### src/hdl/krp_pkg.sv
// Shared widths, constants and handshake structs for the key range partitioner.
// Used by krp_divider, key_range_partitioner and the tests; depends on nothing else.
`timescale 1ns / 1ps

package krp_pkg;

  localparam int unsigned TagW    = 8;   // table tag
  localparam int unsigned KeyW    = 48;  // key space, chunk and key bounds
  localparam int unsigned ChunkW  = 31;  // chunk length
  localparam int unsigned CfgW    = 7;   // server count register
  localparam int unsigned IdxW    = 6;   // server index
  localparam int unsigned AccW    = KeyW + 1;  // chunk * length stays below 2^49

  localparam int unsigned MaxServers = 64;

  // Divider: dividend of KeyW bits, divisor of ChunkW bits, one quotient bit per cycle
  localparam int unsigned DivSteps = KeyW;
  localparam int unsigned DivCntW  = $clog2(DivSteps);
  localparam int unsigned DivRemW  = ChunkW + 1;

  // Multiplier: one multiplier bit per cycle over the chunk length
  localparam int unsigned MulSteps = ChunkW;
  localparam int unsigned MulCntW  = $clog2(MulSteps);

  typedef struct packed {
    logic              start;
    logic [KeyW-1:0]   dividend;
    logic [ChunkW-1:0] divisor;
  } div_req_t;

  typedef struct packed {
    logic              done;
    logic [KeyW-1:0]   quotient;
    logic [ChunkW-1:0] remainder;
  } div_rsp_t;

endpackage

### src/hdl/krp_divider.sv
// Bit-serial restoring divider: one quotient bit per cycle; a new start restarts it.
// Depends on krp_pkg for widths and the request / response structs.
`timescale 1ns / 1ps

module krp_divider (
  input  logic              clk_i,
  input  logic              rst_ni,
  input  krp_pkg::div_req_t req_i,
  output krp_pkg::div_rsp_t rsp_o
);

  logic                          busy_q, busy_d;
  logic                          done_q, done_d;
  logic [krp_pkg::DivCntW-1:0]   cnt_q, cnt_d;
  logic [krp_pkg::KeyW-1:0]      quo_q, quo_d;
  logic [krp_pkg::DivRemW-1:0]   rem_q, rem_d;
  logic [krp_pkg::ChunkW-1:0]    dvs_q, dvs_d;
  logic [krp_pkg::DivRemW-1:0]   trial;
  logic                          qbit;

  // Load operands on start, else shift in the next dividend bit and try one subtract
  always_comb begin
    trial = {rem_q[krp_pkg::DivRemW-2:0], quo_q[krp_pkg::KeyW-1]};
    qbit  = (trial >= {1'b0, dvs_q});
    busy_d = busy_q;
    done_d = 1'b0;
    cnt_d  = cnt_q;
    quo_d  = quo_q;
    rem_d  = rem_q;
    dvs_d  = dvs_q;
    if (req_i.start) begin
      busy_d = 1'b1;
      cnt_d  = '0;
      quo_d  = req_i.dividend;
      rem_d  = '0;
      dvs_d  = req_i.divisor;
    end else if (busy_q) begin
      rem_d = qbit ? (trial - {1'b0, dvs_q}) : trial;
      quo_d = {quo_q[krp_pkg::KeyW-2:0], qbit};
      cnt_d = cnt_q + 1'b1;
      if (cnt_q == krp_pkg::DivCntW'(krp_pkg::DivSteps - 1)) begin
        busy_d = 1'b0;
        done_d = 1'b1;
      end
    end
  end

  // Hold control state under reset; datapath needs none
  always_ff @(posedge clk_i or negedge rst_ni) begin
    if (!rst_ni) begin
      busy_q <= 1'b0;
      done_q <= 1'b0;
      cnt_q  <= '0;
    end else begin
      busy_q <= busy_d;
      done_q <= done_d;
      cnt_q  <= cnt_d;
    end
  end

  always_ff @(posedge clk_i) begin
    quo_q <= quo_d;
    rem_q <= rem_d;
    dvs_q <= dvs_d;
  end

  assign rsp_o.done      = done_q;
  assign rsp_o.quotient  = quo_q;
  assign rsp_o.remainder = rem_q[krp_pkg::ChunkW-1:0];

  // Remainder always stays below the divisor between steps
  a_rem_below_dvs: assert property (@(posedge clk_i) disable iff (!rst_ni)
    busy_q && !req_i.start |=> rem_q < {1'b0, dvs_q})
    else $error("divider remainder not below divisor");

  // Done never coincides with a running division
  a_done_idle: assert property (@(posedge clk_i) disable iff (!rst_ni)
    done_q |-> !busy_q)
    else $error("divider done while busy");

endmodule

### src/hdl/key_range_partitioner.sv
// Key range partitioner: splits ceil(K / C) chunks over S servers, one result per server.
// Steps: two bit-serial divisions on the shared divider and a bit-serial multiply, then
// one result per cycle while the result channel takes them.
// A new request is taken only in idle, once the last result of the one before is sent.
// Reset: asynchronous active low; server count returns to 1 and all handshakes go idle.
// Depends on krp_pkg and krp_divider.
`timescale 1ns / 1ps

module key_range_partitioner (
  input  logic                         clk_i,
  input  logic                         rst_ni,
  // configuration
  input  logic                         server_count_we_i,
  input  logic [krp_pkg::CfgW-1:0]     server_count_i,
  // request channel
  input  logic                         in_valid_i,
  output logic                         in_ready_o,
  input  logic [krp_pkg::TagW-1:0]     table_id_i,
  input  logic [krp_pkg::KeyW-1:0]     key_space_i,
  input  logic [krp_pkg::ChunkW-1:0]   chunk_length_i,
  // result channel
  output logic                         out_valid_o,
  input  logic                         out_ready_i,
  output logic [krp_pkg::TagW-1:0]     table_tag_o,
  output logic [krp_pkg::IdxW-1:0]     server_index_o,
  output logic [krp_pkg::KeyW-1:0]     chunk_first_o,
  output logic [krp_pkg::KeyW-1:0]     chunk_limit_o,
  output logic [krp_pkg::KeyW-1:0]     key_first_o,
  output logic [krp_pkg::KeyW-1:0]     key_limit_o,
  output logic                         is_last_o
);

  typedef enum logic [2:0] {
    ST_IDLE,
    ST_DIV_N,
    ST_DIV_S,
    ST_MUL,
    ST_PREP,
    ST_EMIT
  } state_e;

  state_e                         state_q;
  logic [krp_pkg::CfgW-1:0]       server_count_q;

  // request context
  logic [krp_pkg::TagW-1:0]       tag_q;
  logic [krp_pkg::KeyW-1:0]       keys_q;
  logic [krp_pkg::ChunkW-1:0]     clen_q;
  logic [krp_pkg::CfgW-1:0]       srv_q;
  logic [krp_pkg::IdxW-1:0]       srv_last_q;
  logic                           keys_zero_q;

  // division results
  logic [krp_pkg::KeyW-1:0]       nchunks_q;
  logic [krp_pkg::KeyW-1:0]       base_q;
  logic [krp_pkg::CfgW-1:0]       rem_n_q;

  // serial multiplier base * C
  logic [krp_pkg::AccW-1:0]       mcand_q;
  logic [krp_pkg::ChunkW-1:0]     mplier_q;
  logic [krp_pkg::AccW-1:0]       prod_q;
  logic [krp_pkg::MulCntW-1:0]    mul_cnt_q;
  logic [krp_pkg::AccW-1:0]       step_hi_q;

  // per-server walk
  logic [krp_pkg::IdxW-1:0]       idx_q;
  logic [krp_pkg::KeyW-1:0]       first_q;
  logic [krp_pkg::AccW-1:0]       key_acc_q;

  // result register
  logic                           out_valid_q;
  logic [krp_pkg::TagW-1:0]       table_tag_q;
  logic [krp_pkg::IdxW-1:0]       server_index_q;
  logic [krp_pkg::KeyW-1:0]       chunk_first_q;
  logic [krp_pkg::KeyW-1:0]       chunk_limit_q;
  logic [krp_pkg::KeyW-1:0]       key_first_q;
  logic [krp_pkg::KeyW-1:0]       key_limit_q;
  logic                           is_last_q;

  krp_pkg::div_req_t              div_req;
  krp_pkg::div_rsp_t              div_rsp;

  logic                           in_fire;
  logic                           emit_fire;
  logic [krp_pkg::ChunkW-1:0]     clen_fix;
  logic [krp_pkg::CfgW-1:0]       srv_fix;
  logic [krp_pkg::KeyW-1:0]       nchunks_c;
  logic                           extra;
  logic                           last_c;
  logic [krp_pkg::KeyW-1:0]       limit_c;
  logic [krp_pkg::AccW-1:0]       key_lim_acc;
  logic [krp_pkg::KeyW-1:0]       key_first_c;
  logic [krp_pkg::KeyW-1:0]       key_limit_c;

  krp_divider u_div (
    .clk_i  (clk_i),
    .rst_ni (rst_ni),
    .req_i  (div_req),
    .rsp_o  (div_rsp)
  );

  assign in_ready_o = (state_q == ST_IDLE);
  assign in_fire    = in_valid_i && in_ready_o;
  assign emit_fire  = (state_q == ST_EMIT) && (!out_valid_q || out_ready_i);

  // Clean up the operands: zero length acts as one, server count saturates to 1..64
  always_comb begin
    clen_fix = (chunk_length_i == '0) ? krp_pkg::ChunkW'(1) : chunk_length_i;
    if (server_count_q == '0) begin
      srv_fix = krp_pkg::CfgW'(1);
    end else if (server_count_q > krp_pkg::CfgW'(krp_pkg::MaxServers)) begin
      srv_fix = krp_pkg::CfgW'(krp_pkg::MaxServers);
    end else begin
      srv_fix = server_count_q;
    end
  end

  // Chunk count from the first division
  assign nchunks_c = keys_zero_q ? '0 : (div_rsp.quotient + krp_pkg::KeyW'(1));

  // Drive the shared divider: (K - 1) / C first, then N / S
  always_comb begin
    div_req = '0;
    if (in_fire) begin
      div_req.start    = 1'b1;
      div_req.dividend = key_space_i - krp_pkg::KeyW'(1);
      div_req.divisor  = clen_fix;
    end else if (state_q == ST_DIV_N && div_rsp.done) begin
      div_req.start    = 1'b1;
      div_req.dividend = nchunks_c;
      div_req.divisor  = krp_pkg::ChunkW'(srv_q);
    end
  end

  // Next server's ranges: advance by base chunks, one more while below the remainder
  always_comb begin
    extra       = ({1'b0, idx_q} < rem_n_q);
    last_c      = (idx_q == srv_last_q);
    limit_c     = last_c ? nchunks_q
                         : (first_q + base_q + krp_pkg::KeyW'(extra));
    key_lim_acc = key_acc_q + (extra ? step_hi_q : prod_q);
    key_first_c = (first_q >= nchunks_q) ? keys_q : key_acc_q[krp_pkg::KeyW-1:0];
    key_limit_c = (limit_c >= nchunks_q) ? keys_q : key_lim_acc[krp_pkg::KeyW-1:0];
  end

  // Write the server count register
  always_ff @(posedge clk_i or negedge rst_ni) begin
    if (!rst_ni) begin
      server_count_q <= krp_pkg::CfgW'(1);
    end else if (server_count_we_i) begin
      server_count_q <= server_count_i;
    end
  end

  // Sequence one request: divide, divide, multiply, then walk the servers
  always_ff @(posedge clk_i or negedge rst_ni) begin
    if (!rst_ni) begin
      state_q     <= ST_IDLE;
      out_valid_q <= 1'b0;
    end else begin
      if (emit_fire) begin
        out_valid_q <= 1'b1;
      end else if (out_ready_i) begin
        out_valid_q <= 1'b0;
      end
      unique case (state_q)
        ST_IDLE: begin
          if (in_fire) begin
            state_q <= ST_DIV_N;
          end
        end
        ST_DIV_N: begin
          if (div_rsp.done) begin
            state_q <= ST_DIV_S;
          end
        end
        ST_DIV_S: begin
          if (div_rsp.done) begin
            state_q <= ST_MUL;
          end
        end
        ST_MUL: begin
          if (mul_cnt_q == krp_pkg::MulCntW'(krp_pkg::MulSteps - 1)) begin
            state_q <= ST_PREP;
          end
        end
        ST_PREP: begin
          state_q <= ST_EMIT;
        end
        ST_EMIT: begin
          if (emit_fire && last_c) begin
            state_q <= ST_IDLE;
          end
        end
        default: begin
          state_q <= ST_IDLE;
        end
      endcase
    end
  end

  // Datapath registers: loaded under the state machine, no reset needed
  always_ff @(posedge clk_i) begin
    if (in_fire) begin
      tag_q       <= table_id_i;
      keys_q      <= key_space_i;
      keys_zero_q <= (key_space_i == '0);
      clen_q      <= clen_fix;
      srv_q       <= srv_fix;
      srv_last_q  <= krp_pkg::IdxW'(srv_fix - krp_pkg::CfgW'(1));
    end
    if (state_q == ST_DIV_N && div_rsp.done) begin
      nchunks_q <= nchunks_c;
    end
    if (state_q == ST_DIV_S && div_rsp.done) begin
      base_q    <= div_rsp.quotient;
      rem_n_q   <= krp_pkg::CfgW'(div_rsp.remainder);
      mcand_q   <= krp_pkg::AccW'(div_rsp.quotient);
      mplier_q  <= clen_q;
      prod_q    <= '0;
      mul_cnt_q <= '0;
    end
    // Shift-add one multiplier bit per cycle
    if (state_q == ST_MUL) begin
      if (mplier_q[0]) begin
        prod_q <= prod_q + mcand_q;
      end
      mcand_q   <= {mcand_q[krp_pkg::AccW-2:0], 1'b0};
      mplier_q  <= {1'b0, mplier_q[krp_pkg::ChunkW-1:1]};
      mul_cnt_q <= mul_cnt_q + 1'b1;
    end
    if (state_q == ST_PREP) begin
      step_hi_q <= prod_q + krp_pkg::AccW'(clen_q);
      idx_q     <= '0;
      first_q   <= '0;
      key_acc_q <= '0;
    end
    if (emit_fire) begin
      table_tag_q    <= tag_q;
      server_index_q <= idx_q;
      chunk_first_q  <= first_q;
      chunk_limit_q  <= limit_c;
      key_first_q    <= key_first_c;
      key_limit_q    <= key_limit_c;
      is_last_q      <= last_c;
      idx_q          <= idx_q + 1'b1;
      first_q        <= limit_c;
      key_acc_q      <= key_lim_acc;
    end
  end

  assign out_valid_o    = out_valid_q;
  assign table_tag_o    = table_tag_q;
  assign server_index_o = server_index_q;
  assign chunk_first_o  = chunk_first_q;
  assign chunk_limit_o  = chunk_limit_q;
  assign key_first_o    = key_first_q;
  assign key_limit_o    = key_limit_q;
  assign is_last_o      = is_last_q;

  // Divider answers only while a division is expected
  a_div_done_state: assert property (@(posedge clk_i) disable iff (!rst_ni)
    div_rsp.done |-> (state_q == ST_DIV_N || state_q == ST_DIV_S))
    else $error("divider done outside a division state");

  // Chunk ranges never run backward
  a_chunk_order: assert property (@(posedge clk_i) disable iff (!rst_ni)
    out_valid_o |-> chunk_limit_o >= chunk_first_o)
    else $error("chunk limit below chunk first");

  // Key ranges never run backward
  a_key_order: assert property (@(posedge clk_i) disable iff (!rst_ni)
    out_valid_o |-> key_limit_o >= key_first_o)
    else $error("key limit below key first");

  // A walk always starts at server zero with chunk zero
  a_walk_start: assert property (@(posedge clk_i) disable iff (!rst_ni)
    state_q == ST_PREP |=> idx_q == '0 && first_q == '0)
    else $error("server walk did not start at zero");

endmodule

### config.mk
export PLATFORM = sky130hd
export DESIGN_NAME = key_range_partitioner
export DESIGN_NICKNAME = d
export VERILOG_FILES = /design/src/hdl/krp_pkg.sv /design/src/hdl/krp_divider.sv /design/src/hdl/key_range_partitioner.sv
export SDC_FILE = /design/constraint.sdc
export NUM_CORES = 2
export LEC_CHECK = 0
export BUFFER_PORTS_ARGS = -buffer_cell sky130_fd_sc_hd__buf_4
export CORE_MARGIN = 2
export CORE_UTILIZATION = 60
export CTS_CLUSTER_DIAMETER = 60
export DETAILED_ROUTE_END_ITERATION = 7
export PLACE_DENSITY = 0.78
export SLEW_MARGIN = 20
export SYNTH_ARGS = -nofsm -noshare
export SYNTH_HDL_FRONTEND = slang
export SYNTH_HIERARCHICAL = 1
export SYNTH_SLANG_ARGS = --single-unit
### constraint.sdc
create_clock -name clk_i -period 10.75 [get_ports clk_i]
set_clock_uncertainty 0.15 [all_clocks]
set_input_delay 1.075 -clock clk_i [delete_from_list [all_inputs] [get_ports clk_i]]
set_output_delay 1.075 -clock clk_i [all_outputs]
set_load 0.03 [all_outputs]
# == Yosys cells after proc, flatten, opt, wreduce, memory -nomap -nowiden ==
# Index checks and enable logic that the tools add are counted.
# totals
reg_bits,826
inputBits,99
out_inout_bits,209
word_cells,125
# classes
addsub,12
n_lt_le_gt_ge,5
n_eq_ne,13
muxes,44
n_reduce_logical,16
# ops
operator,n
$mux W49,8
$mux W48,8
$mux W80,2
$add A49 B49 Y49,2
$ge A48 B48 Y1,2
$mux W31,2
$mux W30,2
$add A49 B31 Y49,1
$add A48 B1 Y48,1
$add A48 B1 Y48 const B,1
$add A48 B48 Y48,1
$logic_not A48 Y1,1
$sub A48 B1 Y48 const B,1
$ge A32 B31 Y1,1
$logic_not A31 Y1,1
$sub A31 B31 Y31,1
$mux W6,4
$pmux W3 S6,1
$mux W3,5
$mux W7,2
$add A6 B1 Y6 const B,2
$mux W5,2
$mux W1,8
$ne A2 B1 Y1 const B,4
18 further kinds,27

# == Longest topological paths before layout ==
# depth
word_depth,6
mapped_depth,35
ltp_nobuf,31

# == Cells and area by module ==
# The synthesis kept the hierarchy.
# by_module_without_submodules
module,n_inst,cells_per_inst,area_each_um2,seq_area_each_um2
key_range_partitioner,1,3568,39429.1,20586.0
krp_divider,1,618,6635.1,3193.1

# == Worst setup path after synthesis ==
# No wires, ideal clock.
# synth_path
path_type,register to register
start,register state_q[1]
end,register first_q[0] (netlist name) (enable)
setup_time_ps,703
t_arrival_ps,7817
t_required_ps,9897
path_slack_ps,2080
path_stages_with_launch,4
path_buffers,1
synth_period_minus_slack_ps,8670
cell_sequence,dfrtp_1 > clkbuf_1 > nand2b_1 > o21ai_0
# synth_between
elab_chain_len,3
word_cells_on_any_way,4
classes_between,eq/ne (2); reduce/logical (2)
# synth_lines
element,line_no,text
"start, declared",key_range_partitioner.sv:42,state_e state_q;
"start signal, assigned",key_range_partitioner.sv:158,state_q <= ST_IDLE;
"start signal, assigned",key_range_partitioner.sv:169,state_q <= ST_DIV_N;
"start signal, assigned",key_range_partitioner.sv:174,state_q <= ST_DIV_S;
$eq A3 B3 Y1,key_range_partitioner.sv:104,assign emit_fire = (state_q == ST_EMIT) && (!out_valid_q || out_ready_i);
$logic_and A1 B1 Y1,key_range_partitioner.sv:104,
$reduce_bool A2 Y1 (no line) (*),--,
"end signal, assigned",key_range_partitioner.sv:247,first_q <= limit_c;
"end, declared",key_range_partitioner.sv:67,logic [krp_pkg::KeyW-1:0] first_q;
# Mark *: on every way between the ends. The rest lies on a longest branch, timed or not.
# A chain may end at the register's enable or synchronous reset.

# == Final worst setup path ==
# layout_path
start,register idx_q[1] (netlist name)
end,"register key_limit_q, in the netlist key_limit_o[1], data pin"
# layout_between
elab_chain_len,5
word_cells_on_any_way,8
classes_between,add/sub (2); order compare (2); eq/ne (1); mux (3)
# layout_lines
element,line_no,text
"start, declared",key_range_partitioner.sv:66,logic [krp_pkg::IdxW-1:0] idx_q;
"start signal, assigned",key_range_partitioner.sv:246,idx_q <= idx_q + 1'b1;
$lt A6 B7 Y1,key_range_partitioner.sv:137,"extra = ({1'b0, idx_q} < rem_n_q);"
$add A48 B1 Y48,key_range_partitioner.sv:140,: (first_q + base_q + krp_pkg::KeyW'(extra));
$mux W48 (*),key_range_partitioner.sv:139,limit_c = last_c ? nchunks_q
named net limit_c (one bit),key_range_partitioner.sv:90,logic [krp_pkg::KeyW-1:0] limit_c;
$ge A48 B48 Y1 (*),key_range_partitioner.sv:143,key_limit_c = (limit_c >= nchunks_q) ? keys_q : key_lim_acc[krp_pkg::KeyW-1:0];
$mux W48 (*),key_range_partitioner.sv:143,
named net key_limit_c (one bit),key_range_partitioner.sv:93,logic [krp_pkg::KeyW-1:0] key_limit_c;
"end signal, assigned",key_range_partitioner.sv:244,key_limit_q <= key_limit_c;
"end, declared",key_range_partitioner.sv:77,logic [krp_pkg::KeyW-1:0] key_limit_q;
# Mark *: on every way through the listed nets, which the timed path passes. The rest lies on a longest branch.

==> impl_metrics.ini <==
[yosys]
syn_area_um2 = 46100
avgSynthCellArea_um2 = 11.0
synth_nets = 4601
yosys.area.top_type = edfxtp_1
synth-edff-count = 722
synth_cell_types = 91
ys_ff_latch = 822
syn_inst = 4186
yosys_warnings = 6
yosys-top-cells-count = edfxtp_1 (722), nand2_1 (358), ha_1 (310)
yosysSeqAreaShare_pct = 51.6
synth_flop_cell = edfxtp_1
yosys-top-cells-area = edfxtp_1 (47%), ha_1 (8.4%), mux2_2 (3.7%), dfxtp_1 (3.5%), xnor2_1 (3.3%)
synthArstFlopShare_pct = 2.31
synth_top_area_share_pct = 47.1
yosysMostFrequentCell = edfxtp_1

[floorplan]
die_area_um2 = 79000
pin_count = 308
fp-row-count = 101
core_um2 = 75900
die_y_um = 281
die_x_um = 281
initial_core_util_pct = 60.7

[placement]
io_buffers = 307
dpl.hpwl_um = 87500
pre_cts_ws_ps = 1920
gp_congestion = 0.990
dp_cells = 5355

[clock_tree]
worstSkewPairLatency_ps = 660
post_cts_buffers = 0
cts_root_buffer = clkbuf_16
cts-resized-gates = 0
numCtsBuffers = 89
cts_tree = done
clock_path_buffers = 3
htree_levels = 3
ctsHoldBuffers = 0
cts.sinks = 822
path_clk_slew_ps = 60

[detailed_routing]
ant_nets = 0
wire_per_inst_um = 21.6
via_per_inst = 6.13
via_count = 33900
wl_um = 119000
drc = 0
drt_first_pass_iters = 6
drt_iter0_drc = 3529

[global_routing]
grt.overflow.total = 0
grt_pass1_wl_um = 183000
first_global_vias = 32500
grt_usage_pct = 30.0
antenna_found_initial = 6
grt_max_degree = 106

[setup_path]
end_kind = flop
critPathMaxFanout = 94
max_stage_delay_ps = 740
startpoint_type = flop
worstPathRequired_ps = 10990
worstSetupPathType = flop to flop
critPathSlowestCell = buf_4
worstPathArrival_ps = 9170

[timing]
finalHoldViolations = 0
max_slew_margin_pct = 22.8
rsz0062_at_grt = no
max_clock_freq_mhz = 112
holdWs_ps = 161
slew_viol_final = 0
tightest_slew_ps = 1150
setup_viol = 0
finalCritPeriodShare_pct = 83.1
setup_slack_ps = 1820
min_period_ps = 8930
tns_ps = 0

[power]
pwr_density_cell_nw_per_um2 = 309
static-leakage-power_uw = 0.0211
ir_drop_uv = 264

[status]
status = completed

[min_path]
min_path_type = input pin to async pin

[cells_and_area]
stdcell_count = 5524
area_delta_synth_final_pct = 13.1
drive_gt1_share_pct = 15.2
nets = 4831

[run]
max-cap-violations = 0
flip-flops by register name (all words and copies together), names as in the netlist, 7 cells and up:
| name | cells |
|---|---|
| mcand_q | 48 |
| rem_n_q | 7 |
| u_div/quo_q | 48 |
| u_div/dvs_q | 31 |
| chunk_limit_o | 48 |
| key_acc_q | 48 |
| tag_q | 8 |
| clen_q | 31 |
| mplier_q | 31 |
| u_div/rem_q | 31 |
| prod_q | 48 |
| srv_q | 7 |
| base_q | 48 |
| server_count_q | 7 |
| table_tag_o | 8 |
| key_limit_o | 48 |
| keys_q | 48 |
| step_hi_q | 48 |
| chunk_first_o | 48 |
| nchunks_q | 48 |
| first_q | 48 |
| key_first_o | 48 |
stage by stage:
| stage | power (µW) | utilization (%) | area, µm² |
|---|---|---|---|
| after detailed placement | 13000 | 64.8 | 49200 |
| after global placement | 12800 | 64.8 | 49200 |
| after global routing | 17100 | 68.6 | 52100 |
| after CTS | 16100 | 68.6 | 52100 |
| after floorplan | 10800 | - | 46100 |
| final | 16100 | 68.6 | 52100 |
final cells by class:
class                   instances  area, µm²
diodes                          2       5.00
clock buffers                 108       2300
clock inverters                59        629
fillers                      5594      23800
inverters                     155        594
multi-input cells            3017      21000
flip-flops and latches        822      23800
well taps                    1030       1290
repair buffers                331       2480
cells by family (layout without fill, tap and decap cells):
group | after synthesis | count (layout) | share of synthesized area, %
AND/OR/NAND/NOR | 1215 | 1215 | 12.7
XOR/XNOR | 302 | 302 | 5.74
multiplexers | 172 | 172 | 4.15
AO/OA/AOI/OAI | 1012 | 1012 | 14.2
buffers and inverters | 347 | 653 | 2.91
adder cells (fa/ha/maj) | 316 | 316 | 8.68
flip-flops | 822 | 822 | 51.6
other | 0 | 2 | 0
placed cells by master (no fill, tap or decap), types with 57 or more instances in the layout:
master     count
edfxtp_1     722
nand2_1      355
buf_4        331
ha_1         310
nor2_1       296
a21oi_1      273
o21ai_0      239
xnor2_1      172
mux2_2       153
inv_1        150
nand3_1      134
a21o_1       133
xor2_1       130
clkbuf_16     89
dfxtp_1       81
and3_1        69
and2_1        66
nand4_1       58
a22o_1        57
metal layers:
layer | up-vias | GRT usage (%) | part of all wire [%]
met5 | - | 0 | 0.049
met4 | 8 | 9.60 | 2.8
met3 | 201 | 4.71 | 8.8
met2 | 1425 | 46.8 | 45
met1 | 16200 | 43.1 | 43
li1 | 16000 | - | -
worst max-delay path: cells and delay by family (launching register included):
| kind | cells | cell delay (ps) |
|---|---|---|
| buf+inv | 2 | 1060 |
| xor+xnor | 1 | 140 |
| fa+ha+maj | 4 | 1590 |
| compound gates | 16 | 3600 |
| mux | 1 | 420 |
| simple gates | 5 | 1100 |
| flops | 1 | 470 |
worst paths after layout:
| check | from | end | slack, ps | depth (start not counted) |
|---|---|---|---|---|
| max | idx_q[1] | key_limit_o[1] | 1820 | 29 |
| min | rst_ni | server_count_q[3] | 160 | 1 |
| max reg2reg | idx_q[1] | key_limit_o[1] | 1820 | 29 |
| min reg2reg | tag_q[7] | table_tag_o[7] | 260 | 0 |
| max in group asynchronous | rst_ni | server_count_q[0] | 10020 | 1 |
| min in group clk_i | tag_q[7] | table_tag_o[7] | 260 | 0 |
report_power, final:
group	switching, µW	internal [µW]	total [µW]
combinational	4540	2710	7240
sequential	755	5020	5780
clock	1310	1790	3100
total	6610	9510	16100
Power figures use the tool's default switching activity.
